==> src/hw/rtl/vss_pkg.sv <==
// Shared types, register indexes and reset constants for the speech segmenter.
package vss_pkg;

  localparam int unsigned COUNT_WIDTH_DEF = 32;
  localparam int unsigned PROB_WIDTH_DEF  = 16;
  localparam int unsigned WIN_WIDTH       = 16;
  localparam int unsigned CFG_IDX_WIDTH   = 3;

  // Register reset values; probability values are Q0.16 (0.5 and 0.15).
  localparam logic [31:0] THRESH_RESET      = 32'd32768;
  localparam logic [31:0] GAP_RESET         = 32'd9830;
  localparam logic [WIN_WIDTH-1:0] WIN_RESET = 16'd1024;
  localparam logic [31:0] MIN_SIL_RESET     = 32'd0;
  localparam logic [31:0] SPLIT_PAUSE_RESET = 32'd1568;
  localparam logic [31:0] MIN_SPEECH_RESET  = 32'd1024;

  typedef enum logic [CFG_IDX_WIDTH-1:0] {
    CFG_THRESHOLD   = 3'd0,
    CFG_GAP         = 3'd1,
    CFG_WINDOW      = 3'd2,
    CFG_MIN_SILENCE = 3'd3,
    CFG_SPLIT_PAUSE = 3'd4,
    CFG_MIN_SPEECH  = 3'd5,
    CFG_MAX_SPEECH  = 3'd6
  } vss_cfg_idx_e;

  typedef enum logic [1:0] {
    REASON_SILENCE = 2'd0,
    REASON_SPLIT   = 2'd1,
    REASON_EOS     = 2'd2
  } vss_reason_e;

  typedef enum logic {
    KIND_PROB = 1'b0,
    KIND_EOS  = 1'b1
  } vss_kind_e;

endpackage

==> src/hw/rtl/vss_core.sv <==
// Segment state registers and the per-item decision logic.
module vss_core import vss_pkg::*; #(
  parameter int unsigned COUNT_WIDTH = COUNT_WIDTH_DEF,
  parameter int unsigned PROB_WIDTH  = PROB_WIDTH_DEF
) (
  input  logic                   clk_i,
  input  logic                   rst_ni,
  input  logic                   step_i,
  input  logic                   kind_i,
  input  logic [PROB_WIDTH-1:0]  prob_i,
  input  logic [COUNT_WIDTH-1:0] stream_len_i,
  input  logic [PROB_WIDTH-1:0]  thresh_i,
  input  logic [PROB_WIDTH-1:0]  gap_i,
  input  logic [WIN_WIDTH-1:0]   window_i,
  input  logic [COUNT_WIDTH-1:0] min_sil_i,
  input  logic [COUNT_WIDTH-1:0] split_pause_i,
  input  logic [COUNT_WIDTH-1:0] min_speech_i,
  input  logic [COUNT_WIDTH-1:0] max_speech_i,
  output logic                   res_valid_o,
  output logic [COUNT_WIDTH-1:0] res_start_o,
  output logic [COUNT_WIDTH-1:0] res_end_o,
  output vss_reason_e            res_reason_o
);

  logic                   in_speech_q, in_speech_d;
  logic                   sil_valid_q, sil_valid_d;
  logic                   pause_valid_q, pause_valid_d;
  logic                   resumed_q, resumed_d;
  logic [COUNT_WIDTH-1:0] count_q, count_d;
  logic [COUNT_WIDTH-1:0] sil_start_q, sil_start_d;
  logic [COUNT_WIDTH-1:0] pause_end_q, pause_end_d;
  logic [COUNT_WIDTH-1:0] resume_q, resume_d;
  logic [COUNT_WIDTH-1:0] open_q, open_d;

  logic [COUNT_WIDTH-1:0] count_next;
  logic [COUNT_WIDTH-1:0] sil_s;
  logic [COUNT_WIDTH-1:0] sil_len;
  logic [COUNT_WIDTH-1:0] open_len;
  logic [COUNT_WIDTH-1:0] speech_len;
  logic [PROB_WIDTH-1:0]  low;
  logic                   is_speech;
  logic                   is_silence;
  logic                   split_hit;

  assign count_next = count_q + COUNT_WIDTH'(window_i);
  assign low        = (thresh_i > gap_i) ? thresh_i - gap_i : '0;
  assign is_speech  = prob_i >= thresh_i;
  assign is_silence = prob_i < low;
  assign open_len   = count_next - open_q;
  assign split_hit  = in_speech_q && (max_speech_i != '1) && (open_len > max_speech_i);
  // A silence run starts at the end of its first silent window.
  assign sil_s      = sil_valid_q ? sil_start_q : count_next;
  assign sil_len    = count_next - sil_s;
  assign speech_len = sil_s - open_q;

  always_comb begin
    in_speech_d   = in_speech_q;
    sil_valid_d   = sil_valid_q;
    pause_valid_d = pause_valid_q;
    resumed_d     = resumed_q;
    count_d       = count_q;
    sil_start_d   = sil_start_q;
    pause_end_d   = pause_end_q;
    resume_d      = resume_q;
    open_d        = open_q;
    res_valid_o   = 1'b0;
    res_start_o   = open_q;
    res_end_o     = count_next;
    res_reason_o  = REASON_SILENCE;

    if (kind_i == KIND_EOS) begin
      res_valid_o   = in_speech_q;
      res_end_o     = stream_len_i;
      res_reason_o  = REASON_EOS;
      in_speech_d   = 1'b0;
      sil_valid_d   = 1'b0;
      pause_valid_d = 1'b0;
      resumed_d     = 1'b0;
      count_d       = '0;
      sil_start_d   = '0;
      pause_end_d   = '0;
      resume_d      = '0;
      open_d        = '0;
    end else begin
      count_d = count_next;
      if (is_speech) begin
        if (sil_valid_q) begin
          sil_valid_d = 1'b0;
          sil_start_d = '0;
          if (pause_valid_q && !resumed_q) begin
            resume_d  = count_q;
            resumed_d = 1'b1;
          end
        end
        if (!in_speech_q) begin
          in_speech_d = 1'b1;
          open_d      = count_q;
        end
      end else if (split_hit) begin
        res_valid_o   = 1'b1;
        res_reason_o  = REASON_SPLIT;
        res_end_o     = pause_valid_q ? pause_end_q : count_next;
        in_speech_d   = pause_valid_q && resumed_q;
        open_d        = (pause_valid_q && resumed_q) ? resume_q : '0;
        sil_valid_d   = 1'b0;
        pause_valid_d = 1'b0;
        resumed_d     = 1'b0;
        sil_start_d   = '0;
        pause_end_d   = '0;
        resume_d      = '0;
      end else if (is_silence && in_speech_q) begin
        sil_valid_d = 1'b1;
        sil_start_d = sil_s;
        if (sil_len > split_pause_i) begin
          pause_end_d   = sil_s;
          pause_valid_d = 1'b1;
          resumed_d     = 1'b0;
        end
        if (sil_len >= min_sil_i && speech_len > min_speech_i) begin
          res_valid_o   = 1'b1;
          res_end_o     = sil_s;
          res_reason_o  = REASON_SILENCE;
          in_speech_d   = 1'b0;
          open_d        = '0;
          sil_valid_d   = 1'b0;
          pause_valid_d = 1'b0;
          resumed_d     = 1'b0;
          sil_start_d   = '0;
          pause_end_d   = '0;
          resume_d      = '0;
        end
      end
    end
  end

  always_ff @(posedge clk_i or negedge rst_ni) begin
    if (!rst_ni) begin
      in_speech_q   <= 1'b0;
      sil_valid_q   <= 1'b0;
      pause_valid_q <= 1'b0;
      resumed_q     <= 1'b0;
      count_q       <= '0;
      sil_start_q   <= '0;
      pause_end_q   <= '0;
      resume_q      <= '0;
      open_q        <= '0;
    end else if (step_i) begin
      in_speech_q   <= in_speech_d;
      sil_valid_q   <= sil_valid_d;
      pause_valid_q <= pause_valid_d;
      resumed_q     <= resumed_d;
      count_q       <= count_d;
      sil_start_q   <= sil_start_d;
      pause_end_q   <= pause_end_d;
      resume_q      <= resume_d;
      open_q        <= open_d;
    end
  end

endmodule

==> src/hw/rtl/vad_speech_segmenter.sv <==
// Flow: an accepted item is held in the input register, and its result, if any,
// is registered in the output register when the item leaves the input register.
// Throughput: one item per cycle; the input register empties whenever the
// output register is empty or being taken, so stall only follows out_stall_i.
// Reset: asynchronous, active low; clears the segment state and pipeline valids
// and loads the configuration registers with their reset values.
module vad_speech_segmenter import vss_pkg::*; #(
  parameter int unsigned COUNT_WIDTH = COUNT_WIDTH_DEF,
  parameter int unsigned PROB_WIDTH  = PROB_WIDTH_DEF,
  localparam int unsigned CfgWidth   = (COUNT_WIDTH > PROB_WIDTH) ? COUNT_WIDTH : PROB_WIDTH
) (
  input  logic                     clk_i,
  input  logic                     rst_ni,
  input  logic                     cfg_we_i,
  input  logic [CFG_IDX_WIDTH-1:0] cfg_idx_i,
  input  logic [CfgWidth-1:0]      cfg_data_i,
  input  logic                     in_valid_i,
  output logic                     in_stall_o,
  input  logic                     kind_i,
  input  logic [PROB_WIDTH-1:0]    speech_prob_i,
  input  logic [COUNT_WIDTH-1:0]   stream_length_i,
  output logic                     out_valid_o,
  input  logic                     out_stall_i,
  output logic [COUNT_WIDTH-1:0]   seg_start_o,
  output logic [COUNT_WIDTH-1:0]   seg_end_o,
  output logic [1:0]               end_reason_o
);

  logic [PROB_WIDTH-1:0]  thresh_q, gap_q;
  logic [WIN_WIDTH-1:0]   window_q;
  logic [COUNT_WIDTH-1:0] min_sil_q, split_pause_q, min_speech_q, max_speech_q;

  logic                   in_valid_q;
  logic                   kind_q;
  logic [PROB_WIDTH-1:0]  prob_q;
  logic [COUNT_WIDTH-1:0] stream_len_q;

  logic                   out_valid_q;
  logic [COUNT_WIDTH-1:0] start_q, end_q;
  vss_reason_e            reason_q;

  logic                   advance;
  logic                   accept;
  logic                   res_valid;
  logic [COUNT_WIDTH-1:0] res_start, res_end;
  vss_reason_e            res_reason;

  assign advance    = in_valid_q && (!out_valid_q || !out_stall_i);
  assign in_stall_o = in_valid_q && !advance;
  assign accept     = in_valid_i && !in_stall_o;

  always_ff @(posedge clk_i or negedge rst_ni) begin
    if (!rst_ni) begin
      thresh_q      <= PROB_WIDTH'(THRESH_RESET);
      gap_q         <= PROB_WIDTH'(GAP_RESET);
      window_q      <= WIN_RESET;
      min_sil_q     <= COUNT_WIDTH'(MIN_SIL_RESET);
      split_pause_q <= COUNT_WIDTH'(SPLIT_PAUSE_RESET);
      min_speech_q  <= COUNT_WIDTH'(MIN_SPEECH_RESET);
      max_speech_q  <= '1;
    end else if (cfg_we_i) begin
      case (cfg_idx_i)
        CFG_THRESHOLD:   thresh_q      <= cfg_data_i[PROB_WIDTH-1:0];
        CFG_GAP:         gap_q         <= cfg_data_i[PROB_WIDTH-1:0];
        CFG_WINDOW:      window_q      <= cfg_data_i[WIN_WIDTH-1:0];
        CFG_MIN_SILENCE: min_sil_q     <= cfg_data_i[COUNT_WIDTH-1:0];
        CFG_SPLIT_PAUSE: split_pause_q <= cfg_data_i[COUNT_WIDTH-1:0];
        CFG_MIN_SPEECH:  min_speech_q  <= cfg_data_i[COUNT_WIDTH-1:0];
        CFG_MAX_SPEECH:  max_speech_q  <= cfg_data_i[COUNT_WIDTH-1:0];
        default: ;
      endcase
    end
  end

  // Input register
  always_ff @(posedge clk_i or negedge rst_ni) begin
    if (!rst_ni) begin
      in_valid_q <= 1'b0;
    end else if (accept) begin
      in_valid_q <= 1'b1;
    end else if (advance) begin
      in_valid_q <= 1'b0;
    end
  end

  always_ff @(posedge clk_i) begin
    if (accept) begin
      kind_q       <= kind_i;
      prob_q       <= speech_prob_i;
      stream_len_q <= stream_length_i;
    end
  end

  vss_core #(
    .COUNT_WIDTH(COUNT_WIDTH),
    .PROB_WIDTH (PROB_WIDTH)
  ) u_core (
    .clk_i        (clk_i),
    .rst_ni       (rst_ni),
    .step_i       (advance),
    .kind_i       (kind_q),
    .prob_i       (prob_q),
    .stream_len_i (stream_len_q),
    .thresh_i     (thresh_q),
    .gap_i        (gap_q),
    .window_i     (window_q),
    .min_sil_i    (min_sil_q),
    .split_pause_i(split_pause_q),
    .min_speech_i (min_speech_q),
    .max_speech_i (max_speech_q),
    .res_valid_o  (res_valid),
    .res_start_o  (res_start),
    .res_end_o    (res_end),
    .res_reason_o (res_reason)
  );

  // Output register; an item with no result just leaves it empty
  always_ff @(posedge clk_i or negedge rst_ni) begin
    if (!rst_ni) begin
      out_valid_q <= 1'b0;
    end else if (advance) begin
      out_valid_q <= res_valid;
    end else if (!out_stall_i) begin
      out_valid_q <= 1'b0;
    end
  end

  always_ff @(posedge clk_i) begin
    if (advance && res_valid) begin
      start_q  <= res_start;
      end_q    <= res_end;
      reason_q <= res_reason;
    end
  end

  assign out_valid_o  = out_valid_q;
  assign seg_start_o  = start_q;
  assign seg_end_o    = end_q;
  assign end_reason_o = reason_q;

endmodule

==> config.mk <==
export PLATFORM = sky130hd
export DESIGN_NAME = vad_speech_segmenter
export DESIGN_NICKNAME = d
export VERILOG_FILES = /design/src/hw/rtl/vss_pkg.sv /design/src/hw/rtl/vss_core.sv /design/src/hw/rtl/vad_speech_segmenter.sv
export SDC_FILE = /design/constraint.sdc
export NUM_CORES = 1
export LEC_CHECK = 0
export ABC_AREA = 1
export BUFFER_PORTS_ARGS = -buffer_cell sky130_fd_sc_hd__buf_4
export CORE_MARGIN = 2
export CORE_UTILIZATION = 50
export CTS_BUF_LIST = sky130_fd_sc_hd__clkbuf_16
export CTS_CLUSTER_SIZE = 10
export DETAILED_ROUTE_END_ITERATION = 12
export PLACE_DENSITY_LB_ADDON = 0.2
export SYNTH_ARGS = -nofsm -noshare
export SYNTH_HDL_FRONTEND = slang
export SYNTH_HIERARCHICAL = 1
export SYNTH_SLANG_ARGS = --single-unit
export TNS_END_PERCENT = 100
==> constraint.sdc <==
create_clock -name clk_i -period 10.4 [get_ports clk_i]
set_input_delay 2.08 -clock clk_i [delete_from_list [all_inputs] [get_ports clk_i]]
set_output_delay 2.08 -clock clk_i [all_outputs]
set_load 0.05 [all_outputs]
==> impl_summary.md <==
Timing
Setup repair after global routing left no endpoint under its margin. Of the available clock period, the critical path in the final layout requires between 80% and 90%. Counting I/O delays and the setup requirement, the final critical path takes roughly 8.4 ns.

The clock tree skew after final layout is a little over 0.02 ns. Measured against its own limit, the worst slew margin works out to between 20 and 25%. The achievable clock frequency is roughly 120 MHz.

The measured slew at the worst slew-check pin is 1.17 ns. The number of failing hold endpoints at the final stage is 0. The setup TNS after final layout is 0 ns.

The number of max-slew violations in the final report is 0. The number of setup violations in the final report is 0.

Placed design
The final weighted congestion of routability-driven global placement is between 1 and 1.5. The placed wire-length estimate after detailed placement is 75,100 um. The port buffer count is ~160.

Global routing
Across every metal layer, demand over resource in global routing totals a little over 30%. The maximum number of pins on one net before global-route repair is 160. Summed over all layers, the global routing overflow is 0. The initial antenna violation count is 0. The global-route wire length before repair is roughly 150,000 um. The number of global-route vias before repair is approximately 27,000.

Yosys
The number of instances in the synthesized netlist is 4,221. The most used flip-flop cell after synthesis is dfrtp_1. The fraction of post-synthesis cell area in the top cell type by area is between 20% and 30%. The total nets after synthesis is around 4,600. Sequential elements use between 30% and 40% of the synthesized area. Ranked by total cell area, the synthesized netlist is headed by dfrtp_1 (24%), nand2_1 (17%), ha_1 (11%), edfxtp_1 (11%), inv_1 (6.4%). The mean cell area of the mapped netlist is 7.43 um2. The cell area after synthesis is between 30,000 and 40,000 um2. After Yosys synthesis, and, or, nand and nor cells account for between 20% and 30% of the synthesized area.

The share of flip-flops with an asynchronous set or reset is 74.8%. The Yosys step of the flow raised 6 warnings. The compound-gate portion of the synthesized area is 12.4%. The count of flip-flops with a built-in enable after synthesis is 115. Of the total synthesized cell area, the portion taken by XOR and XNOR cells is 2.48%.

The number of storage elements in the synthesis netlist is between 400 and 500. The mux contribution to synthesized area is 0%. The biggest area contributor in the post-synthesis netlist is dfrtp_1. The dominant combinational cell family by area after synthesis is simple AND/OR/NAND/NOR gates.

The synthesized-area fraction occupied by adder cells is between 10% and 20%. The count of cell types in the netlist is 59.

Drt
The routed layout has between 20,000 and 30,000 vias. In this run the remaining antenna-violating nets after routing total 0. The post-detailed-route via-to-cell ratio is roughly 5.6. The average wire length per cell after detail routing is 19.3 um.

The number of DRC markers after the initial detailed-route iteration is 3,363. In the routed design, unresolved DRC markers number 0. The sum of routed wire length over all layers is about 100,000 um. Before antenna repair, the detailed router went through 9 iterations.

Worst setup path
On the critical path, the stage with the largest delay is an instance of o21ai_0. The worst reg2reg path depth is 31. STA classifies the critical path startpoint as a register.

The reg-to-reg critical path startpoint is window_q[0]$_DFFE_PN0P_. The longest individual stage delay on the worst path is between 0.8 and 0.9 ns. The critical path is of the reg2reg type. The worst path arrival time is between 8 and 9 ns. Tracing the worst setup path back leads to its startpoint at window_q[0]$_DFFE_PN0P_. The maximum fanout encountered on the critical timing path is 63. At the worst endpoint, the required time is about 11 ns.

The critical path endpoint category is a register. The most frequent cell on the critical path is nand2_1.

Clock tree
The post-CTS setup buffer count is 0. The clock reaches the later pin of the worst-skew pair after about 0.63 ns. Buffers inserted during clock tree synthesis total 54. The clock passes through at most 3 buffers. The clock transition at the registers of the reported paths is roughly 0.060 ns.

CTS saw between 400 and 500 sinks. The number of hold buffers added after CTS was 0. The post-cts sizing count is 0.

The CTS H-tree depth is 2. TritonCTS built the clock tree. The clock root buffer master is clkbuf_16.

Min path
The worst hold path depth is 0. The type of the worst min-delay path is reg2reg. The start point of the worst min-delay path is u_core/res_start_o[18]$_DFFE_PN0P_.

Floorplan
The count of pins on the block boundary is approximately 160. The area of the core is between 60,000 and 70,000 um2. The die outline area is about 65,000 um2. In this run the horizontal extent of the chip is 254 um. The standard-cell row count is 91. The initial utilization of the core area, before any placement, comes to 50.7%. The height of the die is 254 um.

Finish
0 antenna diodes ended up in the layout. At the end of the flow, the number of nets in the layout was ~4,700. The relative area change from synthesis to final layout is 11.1%.

The most frequent standard cell in the layout excluding fill and tap cells is nand2_1. Leaving out fill and tap cells, the most frequent cells in the layout are nand2_1 (1,440), inv_1 (567), dfrtp_1 (297). The share of final-layout standard cells stronger than drive strength 1 is under 10%.

Status
The run finished with clean final reports.

Run
Across the run, the number of max-cap violations was 0.
[cells by family after synthesis]
family                   count (synthesis)
AO/OA/AOI/OAI                          662
XOR/XNOR                                89
adder cells (fa/ha/maj)                282
buffers and inverters                  687
flip-flops                             457
AND/OR/NAND/NOR                       2044
[final cells by class]
type / instances / area, um2
fillers: 5946 / 27000
multi-input cells: 3077 / 16700
flip-flops and latches: 457 / 12100
inverters: 548 / 2060
repair buffers: 188 / 1430
clock buffers: 54 / 1350
well taps: 837 / 1050
clock inverters: 44 / 215
[metrics by stage]
step           cell area, um2  hold slack (ns)  utilization, %  worst slack [ns]  std cells
2_1_floorplan           31400            0.425               -              1.91       4221
3_3_place_gp            33300            0.427            53.8              2.32       5107
3_5_place_dp            33300            0.430            53.8              2.18       5107
4_1_cts                 34800            0.444            56.4              2.18       5205
5_1_grt                 34800            0.451            56.4              1.40       5205
6_report                34800            0.445            56.4              2.00       5205
[final timing paths]
check | to | slack [ns]
min reg2reg | seg_start_o[18]$_DFFE_PP_ | 0.44
min | seg_start_o[18]$_DFFE_PP_ | 0.44
max in group asynchronous | min_sil_q[29]$_DFFE_PN0P_ | 6.79
max reg2reg | u_core/res_start_o[25]$_DFFE_PN0P_ | 2.00
min in group asynchronous | u_core/res_start_o[3]$_DFFE_PN0P_ | 1.42
max | u_core/res_start_o[25]$_DFFE_PN0P_ | 2.00
[registers in the layout, summed over array words and instances, names as in the netlist, 32 cells and up]
name	flops
u_core/res_start_o	32
u_core/sil_start_q	32
min_speech_q	32
u_core/resume_q	32
split_pause_q	32
min_sil_q	32
max_speech_q	32
u_core/pause_end_q	32
stream_len_q	32
seg_start_o	32
u_core/count_q	32
seg_end_o	32
[synthesized netlist by cell type, types with 9 or more instances]
| master | instances |
|---|---|
| nand3_1 | 238 |
| nand2_2 | 12 |
| edfxtp_1 | 115 |
| a21oi_1 | 195 |
| nor2_1 | 225 |
| nand2_1 | 1440 |
| dfrtp_1 | 297 |
| a22oi_1 | 17 |
| a31o_2 | 33 |
| a31oi_1 | 12 |
| dfstp_2 | 45 |
| xor2_1 | 67 |
| o22ai_1 | 32 |
| o21ai_1 | 40 |
| buf_2 | 37 |
| ha_1 | 277 |
| inv_1 | 538 |
| clkbuf_1 | 82 |
| or2_2 | 12 |
| nor4_1 | 9 |
| o21ai_0 | 208 |
| o21a_1 | 14 |
| a21o_1 | 9 |
| nand4_1 | 51 |
| a21boi_0 | 12 |
| o21bai_1 | 25 |
| nor3_1 | 23 |
| xnor2_1 | 22 |
| o211ai_1 | 32 |
[worst max-delay path, delay by kind of cell (launching register included)]
family                     cells  cell delay [ns]
DFF                            1             0.38
and+or+nand+nor               16             2.62
adders and majority gates      4             1.68
AOI/OAI and AO/OA              9             2.90
buffers and inverters          2             0.60
[per-layer routing]
layer	routed length, um	up-vias	global-route usage (%)
li1	-	13985	-
met1	45300	13731	46.4
met2	43100	1243	46.4
met3	9810	146	5.03
met4	2220	0	7.43
met5	0	-	0
Power is not shown: default switching activity piles up to over one toggle a cycle in this logic, so the estimate is an artifact.
